## config.mk

```make
export PLATFORM = sky130hd
export DESIGN_NAME = qslerp_queue
export DESIGN_NICKNAME = d
export VERILOG_FILES = /design/src/design/qslerp_pkg.sv /design/src/design/qslerp_queue.sv
export SDC_FILE = /design/constraint.sdc
export NUM_CORES = 1
export LEC_CHECK = 0
export BUFFER_PORTS_ARGS = -buffer_cell sky130_fd_sc_hd__buf_2
export CAP_MARGIN = 0
export CORE_ASPECT_RATIO = 0.6
export CORE_MARGIN = 5
export CORE_UTILIZATION = 35
export CTS_CLUSTER_DIAMETER = 150
export DETAILED_ROUTE_END_ITERATION = 12
export GPL_TIMING_DRIVEN = 0
export PLACE_DENSITY = 0.57
export SETUP_SLACK_MARGIN = 0.1
export SYNTH_ARGS = -nofsm -noshare
export SYNTH_HDL_FRONTEND = slang
export SYNTH_SLANG_ARGS = --single-unit
```

## constraint.sdc

```tcl
create_clock -name clk -period 14 [get_ports clk]
set_input_delay 0.7 -clock clk [delete_from_list [all_inputs] [get_ports clk]]
set_output_delay 0.7 -clock clk [all_outputs]
set_load 0.005 [all_outputs]
```

## src/design/qslerp_pkg.sv

```systemverilog
`timescale 1ns / 1ps
package qslerp_pkg;

	localparam int FRAC_BITS    = 14;
	localparam int CORDIC_STEPS = 16;
	localparam int ONE          = 1 << FRAC_BITS;
	localparam int CW           = 34;
	localparam int QDEPTH       = 4;
	localparam int QAW          = $clog2(QDEPTH);
	localparam int QCW          = $clog2(QDEPTH + 1);

	localparam logic signed [CW-1:0] KINV_Q30 = 34'sd652032874;

	localparam logic signed [CW-1:0] ATAN_SMALL [11] = '{
		34'sd843314857, 34'sd497837829, 34'sd263043837, 34'sd133524135,
		34'sd67021687,  34'sd33543516,  34'sd16775851,  34'sd8388437,
		34'sd4194283,   34'sd2097149,   34'sd1048576
	};

	typedef struct packed {
		logic signed [15:0] a_real;
		logic signed [15:0] a_vx;
		logic signed [15:0] a_vy;
		logic signed [15:0] a_vz;
		logic signed [15:0] b_real;
		logic signed [15:0] b_vx;
		logic signed [15:0] b_vy;
		logic signed [15:0] b_vz;
		logic [14:0]        fraction;
	} req_t;

	typedef struct packed {
		logic signed [15:0] out_real;
		logic signed [15:0] out_vx;
		logic signed [15:0] out_vy;
		logic signed [15:0] out_vz;
		logic               passed_through;
	} res_t;

	typedef struct packed {
		logic [3:0][15:0]   qa;
		logic [3:0][16:0]   qb;
		logic [FRAC_BITS:0] u;
		logic [FRAC_BITS:0] c;
	} item_t;

	typedef struct packed {
		logic           full;
		logic           nonempty;
		logic [QCW-1:0] count;
	} qstat_t;

	function automatic logic signed [CW-1:0] atan_q30(input int i);
		if (i < 11) begin
			return ATAN_SMALL[i];
		end else if (i <= 30) begin
			return $signed(CW'(1) << (30 - i));
		end
		return '0;
	endfunction

endpackage

```

## src/design/qslerp_queue.sv

```systemverilog
`timescale 1ns / 1ps
module qslerp_queue (
	input  logic                clk,
	input  logic                arst_n,
	input  logic                push,
	input  qslerp_pkg::item_t   wr_item,
	input  logic                pop,
	output qslerp_pkg::item_t   rd_item,
	output qslerp_pkg::qstat_t  qstat
);

	localparam int QAW = qslerp_pkg::QAW;
	localparam int QCW = qslerp_pkg::QCW;

	qslerp_pkg::item_t mem_q [qslerp_pkg::QDEPTH];
	logic [QAW-1:0]    wr_q, rd_q;
	logic [QCW-1:0]    count_q;

	assign rd_item        = mem_q[rd_q];
	assign qstat.count    = count_q;
	assign qstat.full     = (count_q == QCW'(qslerp_pkg::QDEPTH));
	assign qstat.nonempty = (count_q != '0);

	always_ff @(posedge clk) begin
		if (push) begin
			mem_q[wr_q] <= wr_item;
		end
	end

	always_ff @(posedge clk or negedge arst_n) begin
		if (!arst_n) begin
			wr_q    <= '0;
			rd_q    <= '0;
			count_q <= '0;
		end else begin
			if (push) begin
				wr_q <= QAW'(wr_q + 1'b1);
			end
			if (pop) begin
				rd_q <= QAW'(rd_q + 1'b1);
			end
			unique case ({push, pop})
				2'b10:   count_q <= QCW'(count_q + 1'b1);
				2'b01:   count_q <= QCW'(count_q - 1'b1);
				default: count_q <= count_q;
			endcase
		end
	end

endmodule

```

==> run_results.csv <==
group,metric,value,unit
status,status,"finished clean",
die,io_pins,333,
job,maxCapViolations,0,
clock_network,root_buffer,"clkbuf_16",
sta,rsz0062_at_grt,"no",
placed_design,post-dp-hpwl,32500,µm
detailed_routing,ant_nets,0,
yosys,synth_fp_nets,1054,
critical_path,worstSetupPathType,"reg2out",
detailed_routing,firstDrtPassIters,5,
die,die_x,346,µm
placed_design,placed_cell_area,26900,µm²
clock_network,clock_latency,0.62,ns
yosys,ys_seq_area_share,82.6,%
sta,period_minus_slack,3.30,ns
final_layout,fin_nets,1462,
critical_path,end_kind,"primary output",
critical_path,slowest_delay,0.42,ns
critical_path,arrival,2.60,ns
critical_path,crit_chain,"buf_2, buf_2, buf_2, mux4_2, buf_2",
yosys,yosys_register_bits,655,
final_layout,final_core_util,42.6,%
sta,worstMarginPinSlew,0.876,ns
sta,fmax,0.303,GHz
detailed_routing,drt_iter0_drc,591,
power,vdd.ir_drop.worst,0.100,mV
detailed_routing,dr_total_vias,10700,
detailed_routing,wl,49800,µm
detailed_routing,drcViolationCount,0,
final_layout,drive_gt1_share,47.1,%
yosys,yosysUniqueCellTypes,19,
final_layout,nFillCells,5872,
sta,slew_headroom,41.6,%
power,p_leak,9.75,nW
sta,finalHoldViolCount,0,
yosys,netlist_area,23800,µm²
sta,period_share,23.6,%
critical_path,crit_required,13.30,ns
clock_network,clock-sinks,655,
critical_path,start_kind,"register",
die,dieArea,73400,µm²
critical_path,cp_slowest_cell,"buf_2",
global_routing,grt_max_degree,55,
sta,drv_slew,0,
final_layout,multi_input_area,3860,µm²
critical_path,cp_top_family,"buffers and inverters",
clock_network,htreeDepth,2,
global_routing,grt_pass1_wl,73600,µm
critical_path,rrSetupSlack,11.67,ns
global_routing,antenna_found_initial,11,
yosys,avgSynthCellArea,26.9,µm²
sta,setup_viol,0,
detailed_routing,avgViaCountPerCell,4.72,
final_layout,finalInstanceArea,28800,µm²
placed_design,io_buffers,332,
worst_hold_path,min_path_type,"in2reg",
sta,finClkSkew,0.0139,ns
detailed_routing,routedWlPerCell,22.0,µm
critical_path,cp_common_cell,"buf_2",
clock_network,clock_path_buffers,3,
die,rows,74,
power,power_density,205,nW/µm²
die,initial_utilization,35.1,%
clock_network,path_clk_slew,0.06,ns
final_layout,seq_area,19600,µm²
clock_network,cts_tree,"yes",
global_routing,track_usage,13.4,%
placed_design,place_congestion,0.675,
global_routing,grt_overflow,0,
power,total_power,5.92,mW
sta,finalSetupTns,0,ns
yosys,synth-warning-count,0,
critical_path,path_buf_inv,4,
die,die_h,212,µm
critical_path,critPathMaxFanout,11,
final_layout,syn_to_final_growth,21.2,%
yosys,synth_cells,882,
clock_network,cts-buffers-inserted,61,
die,design.core.area,67700,µm²
global_routing,grt_pass1_vias,11400,
clock_network,ctsResizeCount,0,
-- cells by family (layout without fill, tap and decap cells) --
family,after synthesis,in the layout,share of synthesized area (%)
compound gates,1,1,0.0210
xor+xnor,6,6,0.221
fa+ha+maj,6,6,0.347
buf+inv,42,503,1.20
flops,655,655,82.6
mux,163,163,15.4
other cells,0,5,0
simple gates,9,9,0.205
-- power by group --
part | total [mW] | internal [mW] | switching (mW) | leakage, nW
logic | 1.72 | 0.820 | 0.903 | 2.78
clock network | 1.57 | 0.872 | 0.696 | 0.936
registers | 2.63 | 2.56 | 0.0678 | 6.03
-- per-stage QoR --
| stage | setup WS (ns) | hold WS, ns | cells |
|---|---|---|---|
| floorplan | 9.07 | 0.404 | 882 |
| global placement | 5.49 | 0.514 | 2126 |
| detailed placement | 11.13 | 0.511 | 2138 |
| CTS | 10.44 | 0.219 | 2255 |
| global route | 10.41 | 0.237 | 2256 |
| finish | 10.70 | 0.290 | 2260 |
-- cells in the mapped netlist --
cell type,count,area share (%)
clkbuf_1,1,0.016
buf_6,10,0.47
and3_1,1,0.026
nand2_1,2,0.032
xnor2_1,2,0.074
o21ai_0,1,0.021
buf_2,17,0.36
edfxtp_1,648,82
and2_1,4,0.11
buf_4,8,0.25
xor2_1,4,0.15
or3_1,1,0.026
mux2i_1,1,0.042
nor2_1,1,0.016
dfrtp_1,7,0.74
fa_1,1,0.084
mux4_2,162,15
inv_1,6,0.095
ha_1,5,0.26
-- final cells by class --
type | instances | area share (%)
sequential | 655 | 68.1
multi-input combinational | 185 | 13.4
timing repair buffer | 345 | 6.92
clock buffer | 83 | 5.65
tap | 912 | 3.96
clock inverter | 33 | 0.912
buffer | 36 | 0.908
inverter | 6 | 0.0782
antenna | 5 | 0.0434
-- routing by layer --
layer	routed length (µm)	GRT usage (%)
met5	89	0
met4	930	3.31
met3	3470	4.17
met2	23600	21.0
met1	21700	18.4
-- worst paths after layout --
path	start	endpoint	cells past startpoint
worst max-delay path	rd_q[1]$_DFFE_PN0P_	rd_item[145]	5
max in group asynchronous	arst_n	wr_q[0]$_DFFE_PN0P_	2
worst min register to register	count_q[2]$_DFFE_PN0P_	count_q[2]$_DFFE_PN0P_	1
worst max register to register	wr_q[0]$_DFFE_PN0P_	mem_q[0][58]$_DFFE_PP_	5
worst min-delay path	wr_item[109]	mem_q[0][109]$_DFFE_PP_	1
min in group asynchronous	arst_n	wr_q[1]$_DFFE_PN0P_	2
-- repair_timing --
action,CTS,global route
hold buffers,1,0
hold endpoints to repair,7,0
setup buffers,0,0
-- flip-flops by register name, summed over array words and instances, names as in the netlist --
name / cells
rd_q: 2
mem_q: 648
wr_q: 2
count_q: 3
-- cell usage in the layout (no fill, tap or decap), drive strengths merged, types with 2 or more instances in the layout --
master / count
bufinv: 3
clkinv: 28
dfrtp: 7
diode: 5
xor2: 4
clkbuf: 84
xnor2: 2
inv: 8
and2: 4
mux4: 162
ha: 5
nand2: 2
buf: 379
edfxtp: 648
No activity file was read; power rests on OpenSTA's default activity.
