File: src/design/qslerp_pkg.sv
`timescale 1ns / 1ps
package qslerp_pkg;

	localparam int FRAC_BITS    = 14;
	localparam int CORDIC_STEPS = 16;
	localparam int ONE          = 1 << FRAC_BITS;
	localparam int CW           = 34;
	localparam int QDEPTH       = 4;
	localparam int QAW          = $clog2(QDEPTH);
	localparam int QCW          = $clog2(QDEPTH + 1);

	localparam logic signed [CW-1:0] KINV_Q30 = 34'sd652032874;

	localparam logic signed [CW-1:0] ATAN_SMALL [11] = '{
		34'sd843314857, 34'sd497837829, 34'sd263043837, 34'sd133524135,
		34'sd67021687,  34'sd33543516,  34'sd16775851,  34'sd8388437,
		34'sd4194283,   34'sd2097149,   34'sd1048576
	};

	typedef struct packed {
		logic signed [15:0] a_real;
		logic signed [15:0] a_vx;
		logic signed [15:0] a_vy;
		logic signed [15:0] a_vz;
		logic signed [15:0] b_real;
		logic signed [15:0] b_vx;
		logic signed [15:0] b_vy;
		logic signed [15:0] b_vz;
		logic [14:0]        fraction;
	} req_t;

	typedef struct packed {
		logic signed [15:0] out_real;
		logic signed [15:0] out_vx;
		logic signed [15:0] out_vy;
		logic signed [15:0] out_vz;
		logic               passed_through;
	} res_t;

	typedef struct packed {
		logic [3:0][15:0]   qa;
		logic [3:0][16:0]   qb;
		logic [FRAC_BITS:0] u;
		logic [FRAC_BITS:0] c;
	} item_t;

	typedef struct packed {
		logic           full;
		logic           nonempty;
		logic [QCW-1:0] count;
	} qstat_t;

	function automatic logic signed [CW-1:0] atan_q30(input int i);
		if (i < 11) begin
			return ATAN_SMALL[i];
		end else if (i <= 30) begin
			return $signed(CW'(1) << (30 - i));
		end
		return '0;
	endfunction

endpackage

File: src/design/qslerp_front.sv
`timescale 1ns / 1ps
module qslerp_front (
	input  logic                 clk,
	input  logic                 arst_n,
	input  logic                 req_valid,
	output logic                 req_stall,
	input  qslerp_pkg::req_t     req,
	output logic                 push,
	input  qslerp_pkg::qstat_t   qstat,
	output qslerp_pkg::item_t    item
);

	localparam int FB = qslerp_pkg::FRAC_BITS;

	logic                  en;
	logic                  v_s1, v_s2;
	logic signed [31:0]    prod_s1 [4];
	logic [3:0][15:0]      qa_s1;
	logic [3:0][16:0]      qb_s1;
	logic [FB:0]           u_s1;
	qslerp_pkg::item_t     item_s2;
	logic [3:0][15:0]      a_w, b_w;
	logic signed [33:0]    raw, raw_abs, c_full;
	logic                  neg;

	assign a_w = {req.a_vz, req.a_vy, req.a_vx, req.a_real};
	assign b_w = {req.b_vz, req.b_vy, req.b_vx, req.b_real};

	assign en        = !(v_s2 && qstat.full);
	assign req_stall = !en;
	assign push      = v_s2 && !qstat.full;
	assign item      = item_s2;

	always_ff @(posedge clk or negedge arst_n) begin
		if (!arst_n) begin
			v_s1 <= 1'b0;
			v_s2 <= 1'b0;
		end else if (en) begin
			v_s1 <= req_valid;
			v_s2 <= v_s1;
		end
	end

	always_ff @(posedge clk) begin
		if (en) begin
			for (int i = 0; i < 4; i++) begin
				prod_s1[i] <= $signed(a_w[i]) * $signed(b_w[i]);
				qb_s1[i]   <= {b_w[i][15], b_w[i]};
			end
			qa_s1 <= a_w;
			u_s1  <= (int'(req.fraction) > qslerp_pkg::ONE) ? (FB+1)'(qslerp_pkg::ONE)
				: (FB+1)'(req.fraction);
		end
	end

	always_comb begin
		raw = '0;
		for (int i = 0; i < 4; i++) begin
			raw = raw + 34'(prod_s1[i]);
		end
		neg     = raw[33];
		raw_abs = neg ? -raw : raw;
		c_full  = raw_abs >>> FB;
	end

	always_ff @(posedge clk) begin
		if (en) begin
			item_s2.qa <= qa_s1;
			for (int i = 0; i < 4; i++) begin
				item_s2.qb[i] <= neg ? 17'(-$signed(qb_s1[i])) : qb_s1[i];
			end
			item_s2.u <= u_s1;
			item_s2.c <= (c_full > 34'(qslerp_pkg::ONE)) ? (FB+1)'(qslerp_pkg::ONE)
				: c_full[FB:0];
		end
	end

endmodule

File: config.mk
export PLATFORM = sky130hd
export DESIGN_NAME = qslerp_front
export DESIGN_NICKNAME = d
export VERILOG_FILES = /design/src/design/qslerp_pkg.sv /design/src/design/qslerp_front.sv
export SDC_FILE = /design/constraint.sdc
export NUM_CORES = 2
export LEC_CHECK = 0
export BUFFER_PORTS_ARGS = -buffer_cell sky130_fd_sc_hd__buf_4
export CORE_AREA = 3 3 321 323
export DETAILED_ROUTE_END_ITERATION = 12
export DIE_AREA = 0 0 324 326
export PLACE_DENSITY_LB_ADDON = 0.12
export SKIP_LAST_GASP = 1
export SLEW_MARGIN = 20
export SYNTH_ARGS = -nofsm -noshare
export SYNTH_HDL_FRONTEND = slang
export SYNTH_SLANG_ARGS = --single-unit
export TNS_END_PERCENT = 30
File: constraint.sdc
create_clock -name clk -period 11.7 [get_ports clk]
set_input_delay 1.17 -clock clk [delete_from_list [all_inputs] [get_ports clk]]
set_output_delay 1.17 -clock clk [all_outputs]
set_load 0.03 [all_outputs]
==> flow_summary.ini <==
[place]
port_buffers = 310
routabilityCongestion = 0.896
dpl.hpwl_mm = 103

[clocking]
clk_pin_slew_ns = 0.06
cts_tree = done
cts.sinks = 435
root_buffer = clkbuf_16
hold_buffers = 0
cts_buffer_depth = 3
clk_latency_ns = 0.64
ctsResizeCount = 0
cts-buffers-inserted = 49
htreeDepth = 2
post_cts_buffers = 0

[layout]
drive_above_1_share = 0.0732
fillers = 8304
nets = 7466
multi_input_area_mm2 = 0.0392
areaGrowthSynthToFinish_pct = 8.66
regArea_mm2 = 0.0131

[floorplanning]
initial_core_util = 0.580
io-pin-count = 315
dieArea_mm2 = 0.106
core_mm2 = 0.100
die_w_um = 324
die_h_um = 326
rows = 116

[critical_path]
cpPeakStageDelay_ns = 0.79
critical_path_class = in -> reg
rr_startpoint = prod_s1[3][1]$_DFFE_PN_
critPathArrivalTime_ns = 7.76
cpMostUsedCell = fa_1
path_delay_family = adder cells
path_cells = buf_4, and2_1, fa_1, inv_1, fa_1, fa_1, fa_1, inv_1, fa_1, fa_1, ha_1, a21o_1, a2111oi_0, o2111a_1, o31ai_1, buf_4, a21oi_1, o21ai_0, a32oi_1
critPathLaunchType = input pin
startpoint = req[134]
critPathCaptureType = register
critPathMaxFanout = 17
cpMaxStageDelayCell = a2111oi_0
r2r_slack_ns = 5.66
critical_path_buf_inv_count = 4
crit_required_ns = 12.02

[logic_synthesis]
yosys.area.top_type = fa_1
yosys.area.top_type_share = 0.384
syn_area_mm2 = 0.0580
synth_cell_types = 81
synthTopCellsByArea = fa_1, edfxtp_1, inv_1
ys_ff_latch = 435
ys.flop_type = edfxtp_1
synth_edf_count = 433
syn_inst = 5630
ys_seq_area_frac = 0.225
synth_warnings = 0
postSynth.asyncResetShare = 0.00460
syn_nets = 7259
syn_area_per_cell_um2 = 10.3

[timing]
period_minus_slack_ns = 7.44
rsz0062_at_grt = false
finalSetupViolCount = 0
skew_ns = 0.0261
finalHoldViolCount = 0
report.final.slew_viol_count = 0
worst_pin_slew_ns = 1.01
fin_crit_sh = 0.636
setup_tns_ns = 0
relSlewSlack = 0.320
fmax_ghz = 0.134

[routing]
antenna_left = 0
routedWlPerCell_um = 18.4
via_per_inst = 5.42
routed_wl_mm = 132
drc_errors = 0
dr_total_vias = 38929
drtIter0Drc = 2429
first_pass_iters = 5

[global_route]
overflow = 0
grt_max_degree = 93
grt_pass1_wl_mm = 219
antenna_found_initial = 5
grt_pass1_vias = 41667
track_usage = 0.264

[job]
cap_violations = 0

[hold_path]
min_path_type = in -> async

[status]
status = complete, no violations
cell type report:
| class | instances | share of cell area |
|---|---|---|
| multi-input cells | 3654 | 0.622 |
| flip-flops and latches | 435 | 0.207 |
| inverters | 1379 | 0.0821 |
| repair buffers | 318 | 0.0379 |
| well taps | 1298 | 0.0258 |
| clock buffers | 61 | 0.0208 |
| clock inverters | 28 | 0.00472 |
| diodes | 3 | 0.000119 |
state kept, by name, indices dropped and copies added, names as in the netlist:
register / cells
item: 162
qb_s1: 64
qa_s1: 64
u_s1: 15
v_s1: 1
prod_s1: 128
v_s2: 1
worst paths after layout:
check / end / cells after the start
min reg2reg: item[98]$_DFFE_PN_ / 0
min in group clk: item[98]$_DFFE_PN_ / 0
max reg2reg: item[3]$_SDFFCE_PN0N_ / 17
min: v_s1$_DFFE_PN0N_ / 1
max in group asynchronous: v_s2$_DFFE_PN0N_ / 1
max: prod_s1[0][29]$_DFFE_PN_ / 19
per-layer routing:
| layer | GRT usage | share of wire |
|---|---|---|
| met1 | 0.358 | 0.42 |
| met2 | 0.444 | 0.49 |
| met3 | 0.0394 | 0.064 |
| met4 | 0.0772 | 0.028 |
| met5 | 0 | 0.00013 |
cells in the final DEF, fill, tap and decap left out, types with 79 or more instances in the layout:
cell type / n
edfxtp_1: 433
o21ai_0: 79
ha_1: 365
buf_4: 318
inv_1: 1379
a21oi_1: 127
fa_1: 1113
xnor2_1: 155
and2_1: 436
nand2_1: 632
nor2_1: 168
kinds of logic after synthesis:
logic type | count (synthesis) | synth area share
AOI/OAI and AO/OA | 460 | 0.0526
xor gates and xnor gates | 228 | 0.0344
DFF | 435 | 0.225
adders and majority gates | 1478 | 0.463
muxes | 2 | 0.000366
and+or+nand+nor | 1486 | 0.125
buffers and inverters | 1541 | 0.100
per-stage QoR:
| step | instances | worst slack [ns] | cell area (µm²) | hold WS, ns | util |
|---|---|---|---|---|---|
| floorplan | 5630 | 2.89 | 58000 | 0.400 | - |
| global placement | 7084 | 3.82 | 61400 | 0.400 | 0.614 |
| detailed placement | 7084 | 3.80 | 61400 | 0.405 | 0.614 |
| CTS | 7173 | 4.42 | 63100 | 0.262 | 0.630 |
| global route | 7173 | 4.18 | 63100 | 0.290 | 0.630 |
| finish | 7176 | 4.26 | 63100 | 0.320 | 0.630 |
cells in the mapped netlist, drive strengths merged (4+ instances only):
cell	number
a2111oi	4
a211o	10
a211oi	25
a21o	60
a21oi	130
a31o	5
a31oi	19
a41oi	5
and2	436
and3	10
and4	4
buf	9
clkbuf	153
edfxtp	433
fa	1113
ha	365
inv	1379
nand2	633
nand2b	37
nand3	34
nand3b	6
nand4	12
nor2	168
nor2b	29
nor3	53
nor3b	6
nor4	15
o2111ai	5
o211ai	21
o21a	15
o21ai	84
o21ba	4
o21bai	13
o311ai	4
o31ai	15
o41ai	8
or2	16
or3	9
or4	8
xnor2	155
xor2	73
Power is not shown: default switching activity piles up to over one toggle a cycle in this logic, so the estimate is an artifact.
